File: config.mk
export PLATFORM = sky130hd
export DESIGN_NAME = plsa_datapath
export DESIGN_NICKNAME = d
export VERILOG_FILES = /design/src/rtl/core/plsa_pkg.sv /design/src/rtl/core/plsa_ram.sv /design/src/rtl/core/plsa_div.sv /design/src/rtl/core/plsa_datapath.sv
export SDC_FILE = /design/constraint.sdc
export NUM_CORES = 2
export LEC_CHECK = 0
export BUFFER_PORTS_ARGS = -buffer_cell sky130_fd_sc_hd__buf_4
export CORE_MARGIN = 3
export CORE_UTILIZATION = 58
export DETAILED_ROUTE_END_ITERATION = 10
export MAX_ROUTING_LAYER = met4
export PLACE_DENSITY = 0.75
export SLEW_MARGIN = 30
export SYNTH_ARGS = -nofsm -noshare
export SYNTH_HDL_FRONTEND = slang
export SYNTH_SLANG_ARGS = --single-unit
File: constraint.sdc
create_clock -name clk -period 7.15 [get_ports clk]
set_input_delay 2.145 -clock clk [delete_from_list [all_inputs] [get_ports clk]]
set_output_delay 2.145 -clock clk [all_outputs]
set_load 0.02 [all_outputs]
File: src/rtl/core/plsa_pkg.sv
package plsa_pkg;

    localparam int COORD_W = 32;
    localparam int TOTAL_W = 64;
    localparam int COUNT_W = 5;
    localparam int SLOT_W  = 4;
    localparam int OP_W    = 2;
    localparam int PROD_W  = 2 * COORD_W;

    typedef logic signed [COORD_W-1:0] coord_t;
    typedef logic signed [TOTAL_W-1:0] total_t;
    typedef logic [COUNT_W-1:0]        count_t;
    typedef logic [SLOT_W-1:0]         slot_t;
    typedef logic [OP_W-1:0]           op_t;
    typedef logic [PROD_W-1:0]         prod_t;

    localparam op_t OP_EVALUATE = 2'd0;
    localparam op_t OP_WRITE    = 2'd1;
    localparam op_t OP_CLEAR    = 2'd2;

    typedef logic [1:0] score_sel_t;

    localparam score_sel_t SEL_ZERO   = 2'd0;
    localparam score_sel_t SEL_CUR_Y  = 2'd1;
    localparam score_sel_t SEL_INTERP = 2'd2;

    typedef struct packed {
        logic       start;
        logic       wr_entry;
        logic       clear_sum;
        logic       load_cur;
        logic       advance;
        logic       latch_seg;
        logic       div_start;
        logic       set_score;
        score_sel_t score_sel;
        logic       emit;
    } ctl_cmd_t;

    typedef struct packed {
        logic below;
        logic last;
        logic beyond;
        logic zero_width;
        logic div_busy;
        logic div_done;
        logic out_full;
    } ctl_status_t;

endpackage

File: src/rtl/core/plsa_ram.sv
module plsa_ram #(
    parameter int WIDTH = 64,
    parameter int DEPTH = 16
) (
    input  logic                     clk,
    input  logic                     we,
    input  logic [$clog2(DEPTH)-1:0] waddr,
    input  logic [WIDTH-1:0]         wdata,
    input  logic [$clog2(DEPTH)-1:0] raddr,
    output logic [WIDTH-1:0]         rdata
);

    logic [WIDTH-1:0] mem [DEPTH];
    logic [WIDTH-1:0] rdata_reg;

    always_ff @(posedge clk)
    begin
        if (we)
        begin
            mem[waddr] <= wdata;
        end
        rdata_reg <= mem[raddr];
    end

    assign rdata = rdata_reg;

endmodule

File: src/rtl/core/plsa_div.sv
module plsa_div import plsa_pkg::*; (
    input  logic                 clk,
    input  logic                 rst_n,
    input  logic                 start,
    input  prod_t                dividend,
    input  logic [COORD_W-1:0]   divisor,
    output logic                 busy,
    output logic                 done,
    output logic [COORD_W-1:0]   quotient
);

    localparam int STEPS = PROD_W;
    localparam int CNT_W = $clog2(STEPS);

    logic                 busy_reg;
    logic                 busy_next;
    logic                 done_reg;
    logic                 done_next;
    logic [CNT_W-1:0]     cnt_reg;
    logic [CNT_W-1:0]     cnt_next;
    logic [COORD_W-1:0]   rem_reg;
    logic [COORD_W-1:0]   rem_next;
    prod_t                quo_reg;
    prod_t                quo_next;
    logic [COORD_W-1:0]   div_reg;
    logic [COORD_W-1:0]   div_next;
    logic [COORD_W:0]     trial;
    logic [COORD_W:0]     diff;
    logic                 fits;

    assign trial = {rem_reg, quo_reg[PROD_W-1]};
    assign diff  = trial - {1'b0, div_reg};
    assign fits  = trial >= {1'b0, div_reg};

    always_comb
    begin
        busy_next = busy_reg;
        done_next = 1'b0;
        cnt_next  = cnt_reg;
        rem_next  = rem_reg;
        quo_next  = quo_reg;
        div_next  = div_reg;
        if (start)
        begin
            busy_next = 1'b1;
            cnt_next  = '0;
            rem_next  = '0;
            quo_next  = dividend;
            div_next  = divisor;
        end
        else if (busy_reg)
        begin
            rem_next = fits ? diff[COORD_W-1:0] : trial[COORD_W-1:0];
            quo_next = {quo_reg[PROD_W-2:0], fits};
            cnt_next = cnt_reg + 1'b1;
            if (cnt_reg == CNT_W'(STEPS - 1))
            begin
                busy_next = 1'b0;
                done_next = 1'b1;
            end
        end
    end

    always_ff @(posedge clk or negedge rst_n)
    begin
        if (!rst_n)
        begin
            busy_reg <= 1'b0;
            done_reg <= 1'b0;
            cnt_reg  <= '0;
        end
        else
        begin
            busy_reg <= busy_next;
            done_reg <= done_next;
            cnt_reg  <= cnt_next;
        end
    end

    always_ff @(posedge clk)
    begin
        rem_reg <= rem_next;
        quo_reg <= quo_next;
        div_reg <= div_next;
    end

    assign busy     = busy_reg;
    assign done     = done_reg;
    assign quotient = quo_reg[COORD_W-1:0];

endmodule

File: src/rtl/core/plsa_datapath.sv
module plsa_datapath import plsa_pkg::*; #(
    parameter int MAX_POINTS = 16
) (
    input  logic        clk,
    input  logic        rst_n,
    input  ctl_cmd_t    cmd,
    output ctl_status_t status,
    input  slot_t       entry_slot,
    input  coord_t      in_x,
    input  coord_t      in_y,
    input  logic        cfg_valid,
    input  count_t      cfg_points,
    input  logic        result_ready,
    output logic        result_valid,
    output coord_t      score,
    output total_t      running_total
);

    localparam int IW = $clog2(MAX_POINTS);

    count_t               points_reg;
    logic [IW-1:0]        last_idx;
    logic [IW-1:0]        idx_reg;
    logic [IW-1:0]        raddr;
    logic                 wr_en;
    logic [PROD_W-1:0]    rdata;
    coord_t               next_x;
    coord_t               next_y;
    coord_t               eval_x_reg;
    coord_t               cur_x_reg;
    coord_t               cur_y_reg;
    logic [COORD_W-1:0]   dx_reg;
    logic [COORD_W-1:0]   w_reg;
    logic [COORD_W-1:0]   mag_reg;
    logic                 neg_reg;
    logic [COORD_W:0]     dx_wide;
    logic [COORD_W:0]     w_wide;
    logic signed [COORD_W:0] dy_wide;
    logic [COORD_W:0]     mag_wide;
    prod_t                product;
    logic                 div_busy;
    logic                 div_done;
    logic [COORD_W-1:0]   quotient;
    coord_t               score_reg;
    coord_t               score_next;
    total_t               sum_reg;
    total_t               sum_next;
    logic                 result_valid_reg;
    coord_t               result_score_reg;
    total_t               result_total_reg;

    always_ff @(posedge clk or negedge rst_n)
    begin
        if (!rst_n)
        begin
            points_reg <= COUNT_W'(1);
        end
        else if (cfg_valid)
        begin
            points_reg <= cfg_points;
        end
    end

    always_comb
    begin
        if (points_reg == '0)
        begin
            last_idx = '0;
        end
        else if (int'(points_reg) > MAX_POINTS)
        begin
            last_idx = IW'(MAX_POINTS - 1);
        end
        else
        begin
            last_idx = IW'(points_reg - 1'b1);
        end
    end

    assign wr_en = cmd.wr_entry && (int'(entry_slot) < MAX_POINTS);
    assign raddr = cmd.start ? '0 : IW'(idx_reg + 1'b1);

    plsa_ram #(
        .WIDTH (PROD_W),
        .DEPTH (MAX_POINTS)
    ) u_table (
        .clk   (clk),
        .we    (wr_en),
        .waddr (IW'(entry_slot)),
        .wdata ({in_x, in_y}),
        .raddr (raddr),
        .rdata (rdata)
    );

    assign next_x = rdata[PROD_W-1:COORD_W];
    assign next_y = rdata[COORD_W-1:0];

    assign dx_wide  = {eval_x_reg[COORD_W-1], eval_x_reg} - {cur_x_reg[COORD_W-1], cur_x_reg};
    assign w_wide   = {next_x[COORD_W-1], next_x} - {cur_x_reg[COORD_W-1], cur_x_reg};
    assign dy_wide  = {next_y[COORD_W-1], next_y} - {cur_y_reg[COORD_W-1], cur_y_reg};
    assign mag_wide = dy_wide[COORD_W] ? -dy_wide : dy_wide;

    always_ff @(posedge clk or negedge rst_n)
    begin
        if (!rst_n)
        begin
            idx_reg <= '0;
        end
        else if (cmd.start)
        begin
            idx_reg <= '0;
        end
        else if (cmd.advance)
        begin
            idx_reg <= IW'(idx_reg + 1'b1);
        end
    end

    always_ff @(posedge clk)
    begin
        if (cmd.start)
        begin
            eval_x_reg <= in_x;
        end
        if (cmd.load_cur || cmd.advance)
        begin
            cur_x_reg <= next_x;
            cur_y_reg <= next_y;
        end
        if (cmd.latch_seg)
        begin
            dx_reg  <= dx_wide[COORD_W-1:0];
            w_reg   <= w_wide[COORD_W-1:0];
            mag_reg <= mag_wide[COORD_W-1:0];
            neg_reg <= dy_wide[COORD_W];
        end
    end

    assign product = PROD_W'(dx_reg) * PROD_W'(mag_reg);

    plsa_div u_div (
        .clk      (clk),
        .rst_n    (rst_n),
        .start    (cmd.div_start),
        .dividend (product),
        .divisor  (w_reg),
        .busy     (div_busy),
        .done     (div_done),
        .quotient (quotient)
    );

    always_comb
    begin
        case (cmd.score_sel)
            SEL_CUR_Y:  score_next = cur_y_reg;
            SEL_INTERP: score_next = neg_reg ? cur_y_reg - $signed(quotient)
                                             : cur_y_reg + $signed(quotient);
            default:    score_next = '0;
        endcase
    end

    always_ff @(posedge clk)
    begin
        if (cmd.set_score)
        begin
            score_reg <= score_next;
        end
    end

    assign sum_next = sum_reg + {{(TOTAL_W-COORD_W){score_reg[COORD_W-1]}}, score_reg};

    always_ff @(posedge clk or negedge rst_n)
    begin
        if (!rst_n)
        begin
            sum_reg          <= '0;
            result_valid_reg <= 1'b0;
        end
        else
        begin
            if (cmd.clear_sum)
            begin
                sum_reg <= '0;
            end
            else if (cmd.emit)
            begin
                sum_reg <= sum_next;
            end
            if (cmd.emit)
            begin
                result_valid_reg <= 1'b1;
            end
            else if (result_ready)
            begin
                result_valid_reg <= 1'b0;
            end
        end
    end

    always_ff @(posedge clk)
    begin
        if (cmd.emit)
        begin
            result_score_reg <= score_reg;
            result_total_reg <= sum_next;
        end
    end

    assign status.below      = eval_x_reg < cur_x_reg;
    assign status.last       = idx_reg == last_idx;
    assign status.beyond     = eval_x_reg > next_x;
    assign status.zero_width = next_x == cur_x_reg;
    assign status.div_busy   = div_busy;
    assign status.div_done   = div_done;
    assign status.out_full   = result_valid_reg && !result_ready;

    assign result_valid  = result_valid_reg;
    assign score         = result_score_reg;
    assign running_total = result_total_reg;

endmodule

==> results.py <==
metrics = {
    "grt": {
        "grt-ovfl-total": 0,
        "grt_usage": 0.322,
        "grt_first_pass_wirelength_mm": 458,
        "antenna_found_initial": 17,
        "grt_max_degree": 183,
        "grt_pass1_vias": 77515,
    },
    "clocking": {
        "insertion_delay_ns": 0.84,
        "cts_buffers": 168,
        "tritoncts": "yes",
        "ctsRootBufferMaster": "clkbuf_16",
        "cts_buffer_depth": 3,
        "hold_buffers": 0,
        "clkSinkCount": 1619,
        "clk_pin_slew_worst_paths_ns": 0.06,
        "h-tree-depth": 4,
    },
    "sta": {
        "hold_violations": 0,
        "max_clock_freq_ghz": 0.123,
        "tightest_slew_ns": 1.06,
        "fin_crit_ns": 8.10,
        "report.final.slew_viol_count": 0,
        "slew_headroom": 0.290,
        "finClkSkew_ns": 0.0720,
        "rsz0062_at_grt": "true",
        "fin_crit_sh": 1.13,
        "setup_slack_ns": -0.952,
        "setup_violations": 39,
        "whs_ns": 0.386,
    },
    "routing": {
        "routed_wl_mm": 299,
        "drcViolationCount": 0,
        "wl_per_cell_um": 23.5,
        "detail-route-antenna-nets": 0,
        "num_vias": 75952,
        "drt_iter0_drc": 6946,
        "dr.pass1.iters": 6,
        "vias_per_cell": 5.99,
    },
    "critical_path": {
        "path_class": "reg -> reg",
        "worstPathArrival_ns": 8.64,
        "crit_slowest_cell": "fa_2",
        "slowest_delay_ns": 0.62,
        "crit_path_end_kind": "flip-flop",
        "crit_fanout": 6,
        "cp_common_cell": "fa_2",
        "worstSetupStartpointType": "flip-flop",
        "worstPathRequired_ns": 7.69,
    },
    "logic_synthesis": {
        "yosys-top-cells-area": "edfxtp_1 (40%), fa_1 (17%), ha_1 (6.1%)",
        "syn-cell-area_um2": 107000,
        "async_flop_share": 0.0506,
        "yosys_most_used_dff": "edfxtp_1",
        "synthTopCellsByCount": "edfxtp_1 (1441), nand2_1 (1173), inv_1 (1059), fa_1 (902), and2_1 (618)",
        "yosysMostFrequentCell": "edfxtp_1",
        "ys_warn_count": 0,
        "synth_edf_count": 1441,
        "synth_cells": 9633,
        "syn-num-nets": 11146,
        "yosysTopAreaCellShare": 0.403,
        "yosysTopAreaCell": "edfxtp_1",
        "syn_avg_cell_area_um2": 11.2,
        "synth.distinct_cells": 94,
        "ys_seq_area_frac": 0.440,
        "ys_ff_latch": 1619,
    },
    "run_status": {
        "status": "finished with violations",
        "violations": "setup timing",
    },
    "flow_run": {
        "drv_cap": 0,
    },
    "place": {
        "io_buffers": 191,
        "dp_hpwl_mm": 214,
        "placed_area_um2": 115000,
        "gp_congestion": 1.03,
        "dpl_worst_slack_ns": -1.05,
    },
    "hold_path": {
        "hold_class": "reg -> reg",
    },
    "finish": {
        "design_area_um2": 123000,
        "utilization": 0.669,
        "syn2layout_area_growth_pct": 14.4,
        "layout.nets": 11577,
        "largest_register_ffs": 1024,
        "drive_gt1_frac": 0.135,
        "top_register": "u_table.mem",
    },
    "die": {
        "core_area_um2": 184000,
        "die_y_um": 436,
        "die_w_um": 436,
        "start_util": 0.585,
        "rows": 157,
        "die-area_um2": 190000,
        "io_pins": 192,
    },
}
final cells by class:
type,count,area (um^2)
Sequential cell,1619,47300
Antenna cell,10,25.0
Clock buffer,215,4480
Timing Repair Buffer,780,7180
Fill cell,13339,60800
Inverter,1061,3980
Multi-Input combinational cell,6434,55600
Tap cell,2464,3080
Clock inverter,99,1240
worst max-delay path: cells and delay by family (launching register included):
family,cells,cell delay [ns]
adders and majority gates,9,4.34
AOI/OAI and AO/OA,8,1.68
and+or+nand+nor,4,0.72
buffers and inverters,6,0.64
DFF,1,0.43
layer usage:
layer | vias up | share of wire | track usage
li1 | 33987 | - | -
met4 | 0 | 0.045 | 0.128
met5 | - | 0 | -
met1 | 38090 | 0.40 | 0.415
met2 | 3209 | 0.48 | 0.512
met3 | 666 | 0.080 | 0.0550
logic make-up (layout without fill, tap and decap cells):
kind of cell	Yosys count	count (layout)	share of synthesized area
compound gates	1739	1739	0.109
xor+xnor	313	313	0.0255
fa+ha+maj	1426	1426	0.229
buf+inv	1580	2155	0.0554
flops	1619	1619	0.440
mux	129	129	0.0126
other cells	0	10	0
simple gates	2827	2827	0.129
final timing paths:
path                                      start                          end  slack (ns)  depth (start not counted)
setup / recovery           dx_reg[10]$_DFFE_PP_  u_div.quo_reg[60]$_DFFE_PP_       -0.95                         27
hold / removal              w_reg[23]$_DFFE_PP_  u_div.div_reg[23]$_DFFE_PP_        0.39                          0
setup reg to reg           dx_reg[10]$_DFFE_PP_  u_div.quo_reg[60]$_DFFE_PP_       -0.95                         27
hold reg to reg             w_reg[23]$_DFFE_PP_  u_div.div_reg[23]$_DFFE_PP_        0.39                          0
max in group asynchronous                 rst_n      sum_reg[20]$_DFFE_PN0P_        4.73                          2
min in group asynchronous                 rst_n       sum_reg[9]$_DFFE_PN0P_        1.26                          1
metrics by stage:
| step | TNS [ns] | std cells |
|---|---|---|
| after floorplan | -0.649 | 9633 |
| after global placement | -22.35 | 12259 |
| after detailed placement | -23.68 | 12265 |
| after CTS | -18.43 | 12642 |
| after global routing | -30.24 | 12681 |
| final | -22.96 | 12682 |
cell usage in the layout, fill, tap and decap left out, types with 136 or more instances in the layout:
cell type     n
ha_1        502
clkbuf_16   171
a31oi_1     161
buf_4       630
and2_1      587
o21ai_0     162
nor2b_1     309
edfxtp_1   1441
xnor2_1     207
a21oi_1     413
nor2_1      311
nand2_1    1166
inv_1      1039
a21o_1      156
a211oi_1    363
fa_1        851
a311oi_1    136
repair_timing:
action / 4_1_cts / 5_1_grt
pin swaps: 84 / 85
endpoints found under the hold margin: 0 / 0
cloned: 2 / 3
endpoints found under the setup margin: 40 / 48
buffers inserted: 65 / 36
resized for setup: 250 / 101
Power is not shown: default switching activity piles up to over one toggle a cycle in this logic, so the estimate is an artifact.
