==> src/rtl/core/plsa_pkg.sv <==
package plsa_pkg;

    localparam int COORD_W = 32;
    localparam int TOTAL_W = 64;
    localparam int COUNT_W = 5;
    localparam int SLOT_W  = 4;
    localparam int OP_W    = 2;
    localparam int PROD_W  = 2 * COORD_W;

    typedef logic signed [COORD_W-1:0] coord_t;
    typedef logic signed [TOTAL_W-1:0] total_t;
    typedef logic [COUNT_W-1:0]        count_t;
    typedef logic [SLOT_W-1:0]         slot_t;
    typedef logic [OP_W-1:0]           op_t;
    typedef logic [PROD_W-1:0]         prod_t;

    localparam op_t OP_EVALUATE = 2'd0;
    localparam op_t OP_WRITE    = 2'd1;
    localparam op_t OP_CLEAR    = 2'd2;

    typedef logic [1:0] score_sel_t;

    localparam score_sel_t SEL_ZERO   = 2'd0;
    localparam score_sel_t SEL_CUR_Y  = 2'd1;
    localparam score_sel_t SEL_INTERP = 2'd2;

    typedef struct packed {
        logic       start;
        logic       wr_entry;
        logic       clear_sum;
        logic       load_cur;
        logic       advance;
        logic       latch_seg;
        logic       div_start;
        logic       set_score;
        score_sel_t score_sel;
        logic       emit;
    } ctl_cmd_t;

    typedef struct packed {
        logic below;
        logic last;
        logic beyond;
        logic zero_width;
        logic div_busy;
        logic div_done;
        logic out_full;
    } ctl_status_t;

endpackage

==> src/rtl/core/plsa_ctrl.sv <==
module plsa_ctrl import plsa_pkg::*; (
    input  logic        clk,
    input  logic        rst_n,
    input  logic        item_valid,
    input  op_t         operation,
    output logic        item_ready,
    input  ctl_status_t status,
    output ctl_cmd_t    cmd
);

    localparam logic [2:0] S_IDLE   = 3'd0;
    localparam logic [2:0] S_LOAD   = 3'd1;
    localparam logic [2:0] S_CHECK  = 3'd2;
    localparam logic [2:0] S_FETCH  = 3'd3;
    localparam logic [2:0] S_MUL    = 3'd4;
    localparam logic [2:0] S_DIV    = 3'd5;
    localparam logic [2:0] S_FINISH = 3'd6;

    logic [2:0] state_reg;
    logic [2:0] state_next;
    logic       accept;

    assign item_ready = state_reg == S_IDLE;
    assign accept     = item_valid && item_ready;

    always_comb
    begin
        cmd        = '0;
        state_next = state_reg;
        unique case (state_reg)
            S_IDLE:
            begin
                if (accept)
                begin
                    unique case (operation)
                        OP_EVALUATE:
                        begin
                            cmd.start  = 1'b1;
                            state_next = S_LOAD;
                        end
                        OP_WRITE: cmd.wr_entry  = 1'b1;
                        OP_CLEAR: cmd.clear_sum = 1'b1;
                        default: ;
                    endcase
                end
            end
            S_LOAD:
            begin
                cmd.load_cur = 1'b1;
                state_next   = S_CHECK;
            end
            S_CHECK:
            begin
                if (status.below)
                begin
                    cmd.set_score = 1'b1;
                    cmd.score_sel = SEL_ZERO;
                    state_next    = S_FINISH;
                end
                else if (status.last)
                begin
                    cmd.set_score = 1'b1;
                    cmd.score_sel = SEL_CUR_Y;
                    state_next    = S_FINISH;
                end
                else
                begin
                    state_next = S_FETCH;
                end
            end
            S_FETCH:
            begin
                if (status.beyond)
                begin
                    cmd.advance = 1'b1;
                    state_next  = S_CHECK;
                end
                else if (status.zero_width)
                begin
                    cmd.set_score = 1'b1;
                    cmd.score_sel = SEL_CUR_Y;
                    state_next    = S_FINISH;
                end
                else
                begin
                    cmd.latch_seg = 1'b1;
                    state_next    = S_MUL;
                end
            end
            S_MUL:
            begin
                cmd.div_start = 1'b1;
                state_next    = S_DIV;
            end
            S_DIV:
            begin
                if (status.div_done)
                begin
                    cmd.set_score = 1'b1;
                    cmd.score_sel = SEL_INTERP;
                    state_next    = S_FINISH;
                end
            end
            S_FINISH:
            begin
                if (!status.out_full)
                begin
                    cmd.emit   = 1'b1;
                    state_next = S_IDLE;
                end
            end
            default:
            begin
                state_next = S_IDLE;
            end
        endcase
    end

    always_ff @(posedge clk or negedge rst_n)
    begin
        if (!rst_n)
        begin
            state_reg <= S_IDLE;
        end
        else
        begin
            state_reg <= state_next;
        end
    end

endmodule
==> config.mk <==
export PLATFORM = sky130hd
export DESIGN_NAME = plsa_ctrl
export DESIGN_NICKNAME = d
export VERILOG_FILES = /design/src/rtl/core/plsa_pkg.sv /design/src/rtl/core/plsa_ctrl.sv
export SDC_FILE = /design/constraint.sdc
export NUM_CORES = 1
export LEC_CHECK = 0
export BUFFER_PORTS_ARGS = -buffer_cell sky130_fd_sc_hd__buf_2
export CELL_PAD_IN_SITES_DETAIL_PLACEMENT = 1
export CELL_PAD_IN_SITES_GLOBAL_PLACEMENT = 1
export CORE_MARGIN = 2
export CORE_UTILIZATION = 23
export DETAILED_ROUTE_END_ITERATION = 10
export HOLD_SLACK_MARGIN = 0.05
export MAX_ROUTING_LAYER = met4
export PLACE_DENSITY_LB_ADDON = 0.1
export SLEW_MARGIN = 25
export SYNTH_ARGS = -nofsm -noshare
export SYNTH_HDL_FRONTEND = slang
export SYNTH_SLANG_ARGS = --single-unit
export TNS_END_PERCENT = 1
==> constraint.sdc <==
create_clock -name clk -period 1.42 [get_ports clk]
set_input_delay 0.071 -clock clk [delete_from_list [all_inputs] [get_ports clk]]
set_output_delay 0.071 -clock clk [all_outputs]
set_load 0.05 [all_outputs]
==> flow_metrics.env, run 1 <==
export IMPL_slew_limit_headroom_pct=83.4
export IMPL_worstPathBufferInverterCount=1
export IMPL_postSynthCellCount=39
export IMPL_synthXorXnorAreaFrac_pct=0
export IMPL_cp_cell_sequence="or3_4 > nor2b_4 > a21o_1 > buf_6"
export IMPL_synth_top_family_by_area="simple AND/OR/NAND/NOR gates"
export IMPL_status="finished with violations"
export IMPL_drt_pre_antenna_iters=2
export IMPL_timing_final_ws_setup_ns=-0.107
export IMPL_worstSkewPairLatency_ns=0.23
export IMPL_port_buffers=22
export IMPL_grt_pass1_wl_mm=1.43
export IMPL_antenna_found_initial=0
export IMPL_wl_mm=1.02
export IMPL_clkSinkCount=3
export IMPL_drt_wirelength_per_cell_um=12.2
export IMPL_ioPinCount=24
export IMPL_dieHeight_um=40.6
export IMPL_timing_worst_setup_path_type="reg -> out"
export IMPL_die_area_um2=1650
export IMPL_cp_depth=4
export IMPL_cp_start_kind="flip-flop"
export IMPL_cts_buffers=3
export IMPL_mappedNetlistArea_um2=308
export IMPL_via_per_inst=4.74
export IMPL_slew_violations=0
export IMPL_grt_max_degree=11
export IMPL_clk_pin_slew_ns=0.04
export IMPL_place_congestion=0.711
export IMPL_grt_pass1_vias=367
export IMPL_cts_tree="yes"
export IMPL_synth_cell_type_count=21
export IMPL_overflow=0
export IMPL_multiInputGateArea_um2=274
export IMPL_start_util_pct=24.3
export IMPL_yosys_warnings=0
export IMPL_placed_area_um2=497
export IMPL_seqCellArea_um2=78.8
export IMPL_r2r_end="state_reg[2]"
export IMPL_r2r_cells=3
export IMPL_area_delta_synth_final_pct=99.6
export IMPL_max_freq_ghz=0.655
export IMPL_final_cells=84
export IMPL_setup_viol=6
export IMPL_rsz0062_at_grt="yes"
export IMPL_crit_start="state_reg[0]"
export IMPL_cp_top_family="simple AND/OR/NAND/NOR gates"
export IMPL_vias=398
export IMPL_fin_nets=82
export IMPL_dp_cells=78
export IMPL_slowest_stage="dfrtp_2"
export IMPL_regToRegStartpoint="state_reg[0]"
export IMPL_power_leakage_nw=0.316
export IMPL_dpl_hpwl_um=753
export IMPL_vdd_drop_max_v=0.000956
export IMPL_tightest_slew_ns=0.250
export IMPL_layout_worst_path_cycle_share_pct=108
export IMPL_ys_ff_latch=3
export IMPL_drc=0
export IMPL_synth_nets=51
export IMPL_largest_register_ffs=3
export IMPL_hold_class="in -> async"
export IMPL_drt_iter0_drc=1
export IMPL_cts_htree_levels=1
export IMPL_required_ns=1.35
export IMPL_ff2ff_setup_slack_ns=0.17
export IMPL_cp_endpoint="cmd[3]"
export IMPL_min_period_ns=1.53
export IMPL_hold_viol_final=0
export IMPL_ctsRootBufferMaster="clkbuf_4"
export IMPL_fp_row_count=13
export IMPL_fill_cells=158
export IMPL_clock_path_buffers=2
export IMPL_ys_seq_area_share_pct=24.4
export IMPL_grtUsageTotal_pct=14.4
export IMPL_synth_area_per_cell_um2=7.89
export IMPL_final_antenna_net_count=0
export IMPL_core_um2=1270
export IMPL_synth_simple_gate_area_share_pct=49.6
export IMPL_die_w_um=40.6
export IMPL_fin_area_um2=614
export IMPL_cp_arrival_ns=1.46
export IMPL_power_density_nw_per_um2=2110
export IMPL_path_max_fanout=4
export IMPL_tns_ns=-0.292
export IMPL_cp_end_kind="output pin"
export IMPL_synth_compound_area_share_pct=20.7
export IMPL_failed_checks="negative setup slack"
export IMPL_final_util_pct=48.4
export IMPL_fin_skew_ns=0.0000704
export IMPL_cap_violations=0
export IMPL_slowest_delay_ns=0.44
export IMPL_synth_fa_ha_area_share_pct=0
export IMPL_muxShareOfSynthArea_pct=0
export IMPL_antennaDiodeCount=0
export IMPL_holdWs_ns=0.165
export IMPL_drive_above_1_share_pct=62.3
-- power breakdown --
group	internal [mW]	leakage [nW]	switching, mW
clock	0.105	0.0150	0.0417
sequential	0.136	0.0337	0.0955
combinational	0.384	0.267	0.536
-- layout make-up --
cell class / count / area share, %
repair buffers: 27 / 33.4
multi-input cells: 32 / 44.6
flip-flops and latches: 3 / 12.8
clock buffers: 4 / 4.28
inverters: 3 / 1.83
well taps: 15 / 3.05
-- per-stage QoR --
stage	power, mW	setup slack, ns
finish	1.30	-0.107
global route	1.38	-0.143
CTS	1.25	-0.0983
detailed placement	1.01	0.0205
floorplan	0.809	-0.357
global placement	1.02	0.0481
-- synthesized netlist by cell type (all sizes together) --
master  number  area share, %
nor2         4            4.9
nor2b        4             11
and3         3            6.1
dfrtp        3             24
inv          3            3.7
nor3b        3            7.3
o21ai        3            4.9
a21o         2            4.9
a21oi        2            3.3
nand2        2            2.4
nand2b       2            6.5
a22o         1            2.8
a32oi        1            2.8
and4b        1            3.3
buf          1            1.6
nor3         1            3.3
nor4bb       1            3.3
o22ai        1            2.0
or3          1            2.0
-- cells by family (layout without fill, tap and decap cells) --
family / after synthesis / count (layout)
AOI/OAI and AO/OA: 10 / 10
buffers and inverters: 4 / 34
DFF: 3 / 3
and+or+nand+nor: 22 / 22
-- worst min-delay path by stage --
stage	from	end	slack [ns]	depth (start not counted)
after floorplan	rst_n	state_reg[0]	-0.22	0
after global placement	rst_n	state_reg[0]	-0.13	1
after detailed placement	rst_n	state_reg[1]	-0.13	1
after CTS	status[5]	state_reg[0]	0.15	3
after global routing	status[5]	state_reg[0]	0.17	3
final	rst_n	state_reg[0]	0.17	2
-- routing by layer --
layer,vias up,track usage [%],wire length [µm]
li1,200,-,-
met1,181,15.6,424
met2,15,21.4,513
met3,2,2.22,66
met4,0,15.0,19
met5,-,-,0
-- what timing repair did --
action | CTS | global route
hold buffers | 1 | 0
buffers inserted | 1 | 0
endpoints found under the setup margin | 9 | 10
endpoints found under the hold margin | 3 | 0
resized for setup | 17 | 9
pin swaps | 3 | 3
-- placed cells by master (no fill, tap or decap), drive strengths merged --
| cell type | instances |
|---|---|
| a22o | 1 |
| inv | 3 |
| a32oi | 1 |
| or3 | 1 |
| nor3b | 3 |
| buf | 25 |
| nor2b | 4 |
| clkbuf | 5 |
| nand2b | 2 |
| nor4bb | 1 |
| nor3 | 1 |
| a21o | 2 |
| nor2 | 4 |
| dfrtp | 3 |
| a21oi | 2 |
| dlygate4sd3 | 1 |
| nand2 | 2 |
| o21ai | 3 |
| o22ai | 1 |
| and3 | 3 |
| and4b | 1 |
Power figures use the tool's default switching activity.
==> run 2, diff against run 1 <==
--- a/config.mk
+++ b/config.mk
@@ -14,6 +14,7 @@
 export HOLD_SLACK_MARGIN = 0.05
 export MAX_ROUTING_LAYER = met4
 export PLACE_DENSITY_LB_ADDON = 0.1
+export RECOVER_POWER = 100
 export SLEW_MARGIN = 25
 export SYNTH_ARGS = -nofsm -noshare
 export SYNTH_HDL_FRONTEND = slang
==> flow_metrics.env, run 2 (synthesized netlist as in run 1, its figures left out) <==
export IMPL_drt_pre_antenna_iters=2
export IMPL_cp_cell_sequence="or3_4 > nor2b_4 > a21o_1 > buf_6"
export IMPL_rsz0062_at_grt="yes"
export IMPL_final_antenna_net_count=0
export IMPL_slowest_stage="dfrtp_2"
export IMPL_wl_mm=1.02
export IMPL_vias=398
export IMPL_fin_skew_ns=0.0000704
export IMPL_hold_class="in -> reg"
export IMPL_antenna_found_initial=0
export IMPL_cap_violations=0
export IMPL_power_total_mw=1.30
export IMPL_drt_wirelength_per_cell_um=12.2
export IMPL_cts_tree="yes"
export IMPL_drc=0
export IMPL_drive_above_1_share_pct=60.9
export IMPL_tightest_slew_ns=0.250
export IMPL_hold_viol_final=0
export IMPL_worstSkewPairLatency_ns=0.23
export IMPL_die_w_um=40.6
export IMPL_vdd_drop_max_v=0.000956
export IMPL_worstPathBufferInverterCount=1
export IMPL_final_common_cell="buf_2"
export IMPL_fin_nets=82
export IMPL_dpl_hpwl_um=753
export IMPL_ctsRootBufferMaster="clkbuf_4"
export IMPL_clk_pin_slew_ns=0.04
export IMPL_path_max_fanout=4
export IMPL_cts_htree_levels=1
export IMPL_cp_top_family="simple AND/OR/NAND/NOR gates"
export IMPL_final_cells=84
export IMPL_dp_cells=78
export IMPL_cp_arrival_ns=1.46
export IMPL_grtUsageTotal_pct=14.4
export IMPL_core_um2=1270
export IMPL_place_congestion=0.711
export IMPL_failed_checks="negative setup slack"
export IMPL_via_per_inst=4.74
export IMPL_crit_start="state_reg[0]"
export IMPL_cts_buffers=3
export IMPL_power_density_nw_per_um2=2120
export IMPL_max_freq_ghz=0.655
export IMPL_regToRegStartpoint="state_reg[0]"
export IMPL_antennaDiodeCount=0
export IMPL_placed_area_um2=497
export IMPL_grt_pass1_wl_mm=1.43
export IMPL_clkSinkCount=3
export IMPL_status="finished with violations"
export IMPL_start_util_pct=24.3
export IMPL_slowest_delay_ns=0.44
export IMPL_timing_worst_setup_path_type="reg -> out"
export IMPL_required_ns=1.35
export IMPL_slew_limit_headroom_pct=83.4
export IMPL_min_period_ns=1.53
export IMPL_slew_violations=0
export IMPL_port_buffers=22
export IMPL_setup_viol=6
export IMPL_grt_pass1_vias=367
export IMPL_grt_max_degree=11
export IMPL_layout_worst_path_cycle_share_pct=108
export IMPL_ioPinCount=24
export IMPL_cp_start_kind="flip-flop"
export IMPL_area_delta_synth_final_pct=99.2
export IMPL_mostFrequentLayoutCells="buf_2 (11), buf_6 (8), buf_4 (5), clkbuf_4 (4)"
export IMPL_clock_path_buffers=2
export IMPL_overflow=0
export IMPL_fin_area_um2=613
export IMPL_hold_start="status[5]"
export IMPL_fill_cells=159
export IMPL_die_area_um2=1650
export IMPL_largest_register_ffs=3
export IMPL_timing_final_ws_setup_ns=-0.107
export IMPL_power_leakage_nw=0.313
export IMPL_dieHeight_um=40.6
export IMPL_fp_row_count=13
export IMPL_cp_end_kind="output pin"
export IMPL_drt_iter0_drc=1
run 2: metal layers:
layer  vias to the layer above  track usage, %  wire (µm)
met5                         -               -          0
met4                         0            15.0         19
met3                         2            2.22         66
met2                        15            21.4        513
met1                       181            15.6        422
li1                        200               -          -
run 2: metrics by stage:
step	setup slack [ns]	hold slack, ns	util, %	TNS (ns)
final	-0.107	0.165	48.3	-0.292
after global routing	-0.143	0.169	48.3	-0.681
after CTS	-0.0983	0.145	46.4	-0.401
after detailed placement	0.0205	-0.128	39.2	0
after global placement	0.0481	-0.132	39.2	0
after floorplan	-0.357	-0.225	-	-1.57
run 2: power breakdown:
| group | leakage, nW | internal [mW] | switching, mW |
|---|---|---|---|
| Combinational | 0.264 | 0.384 | 0.536 |
| Sequential | 0.0337 | 0.136 | 0.0955 |
| Clock | 0.0150 | 0.105 | 0.0417 |
run 2: worst paths after layout:
path                           endpoint  slack (ns)  cells after the start
min                        state_reg[0]        0.17                      3
min reg2reg                state_reg[2]        0.66                      1
max reg2reg                state_reg[2]        0.17                      3
max in group asynchronous  state_reg[2]        1.06                      2
max                              cmd[3]       -0.11                      4
min in group asynchronous  state_reg[0]        0.18                      2
run 2: worst min-delay path, cell delays in order:
cell,delay (ns)
buf_2,0.09
or3_4,0.12
o22ai_1,0.07
run 2: area by class of cell:
| cell class | instances | area [µm²] | area share [%] |
|---|---|---|---|
| clock buffer | 4 | 26.3 | 4.29 |
| tap | 15 | 18.8 | 3.06 |
| inverter | 3 | 11.3 | 1.84 |
| multi-input combinational | 32 | 274 | 44.7 |
| timing repair buffer | 27 | 204 | 33.3 |
| sequential | 3 | 78.8 | 12.9 |
run 2: timing repair:
item	in CTS	in global routing
resized for setup	17	9
buffers inserted	1	0
endpoints found under the setup margin	9	10
hold buffers	1	0
pin swaps	3	3
hold endpoints to repair	3	0
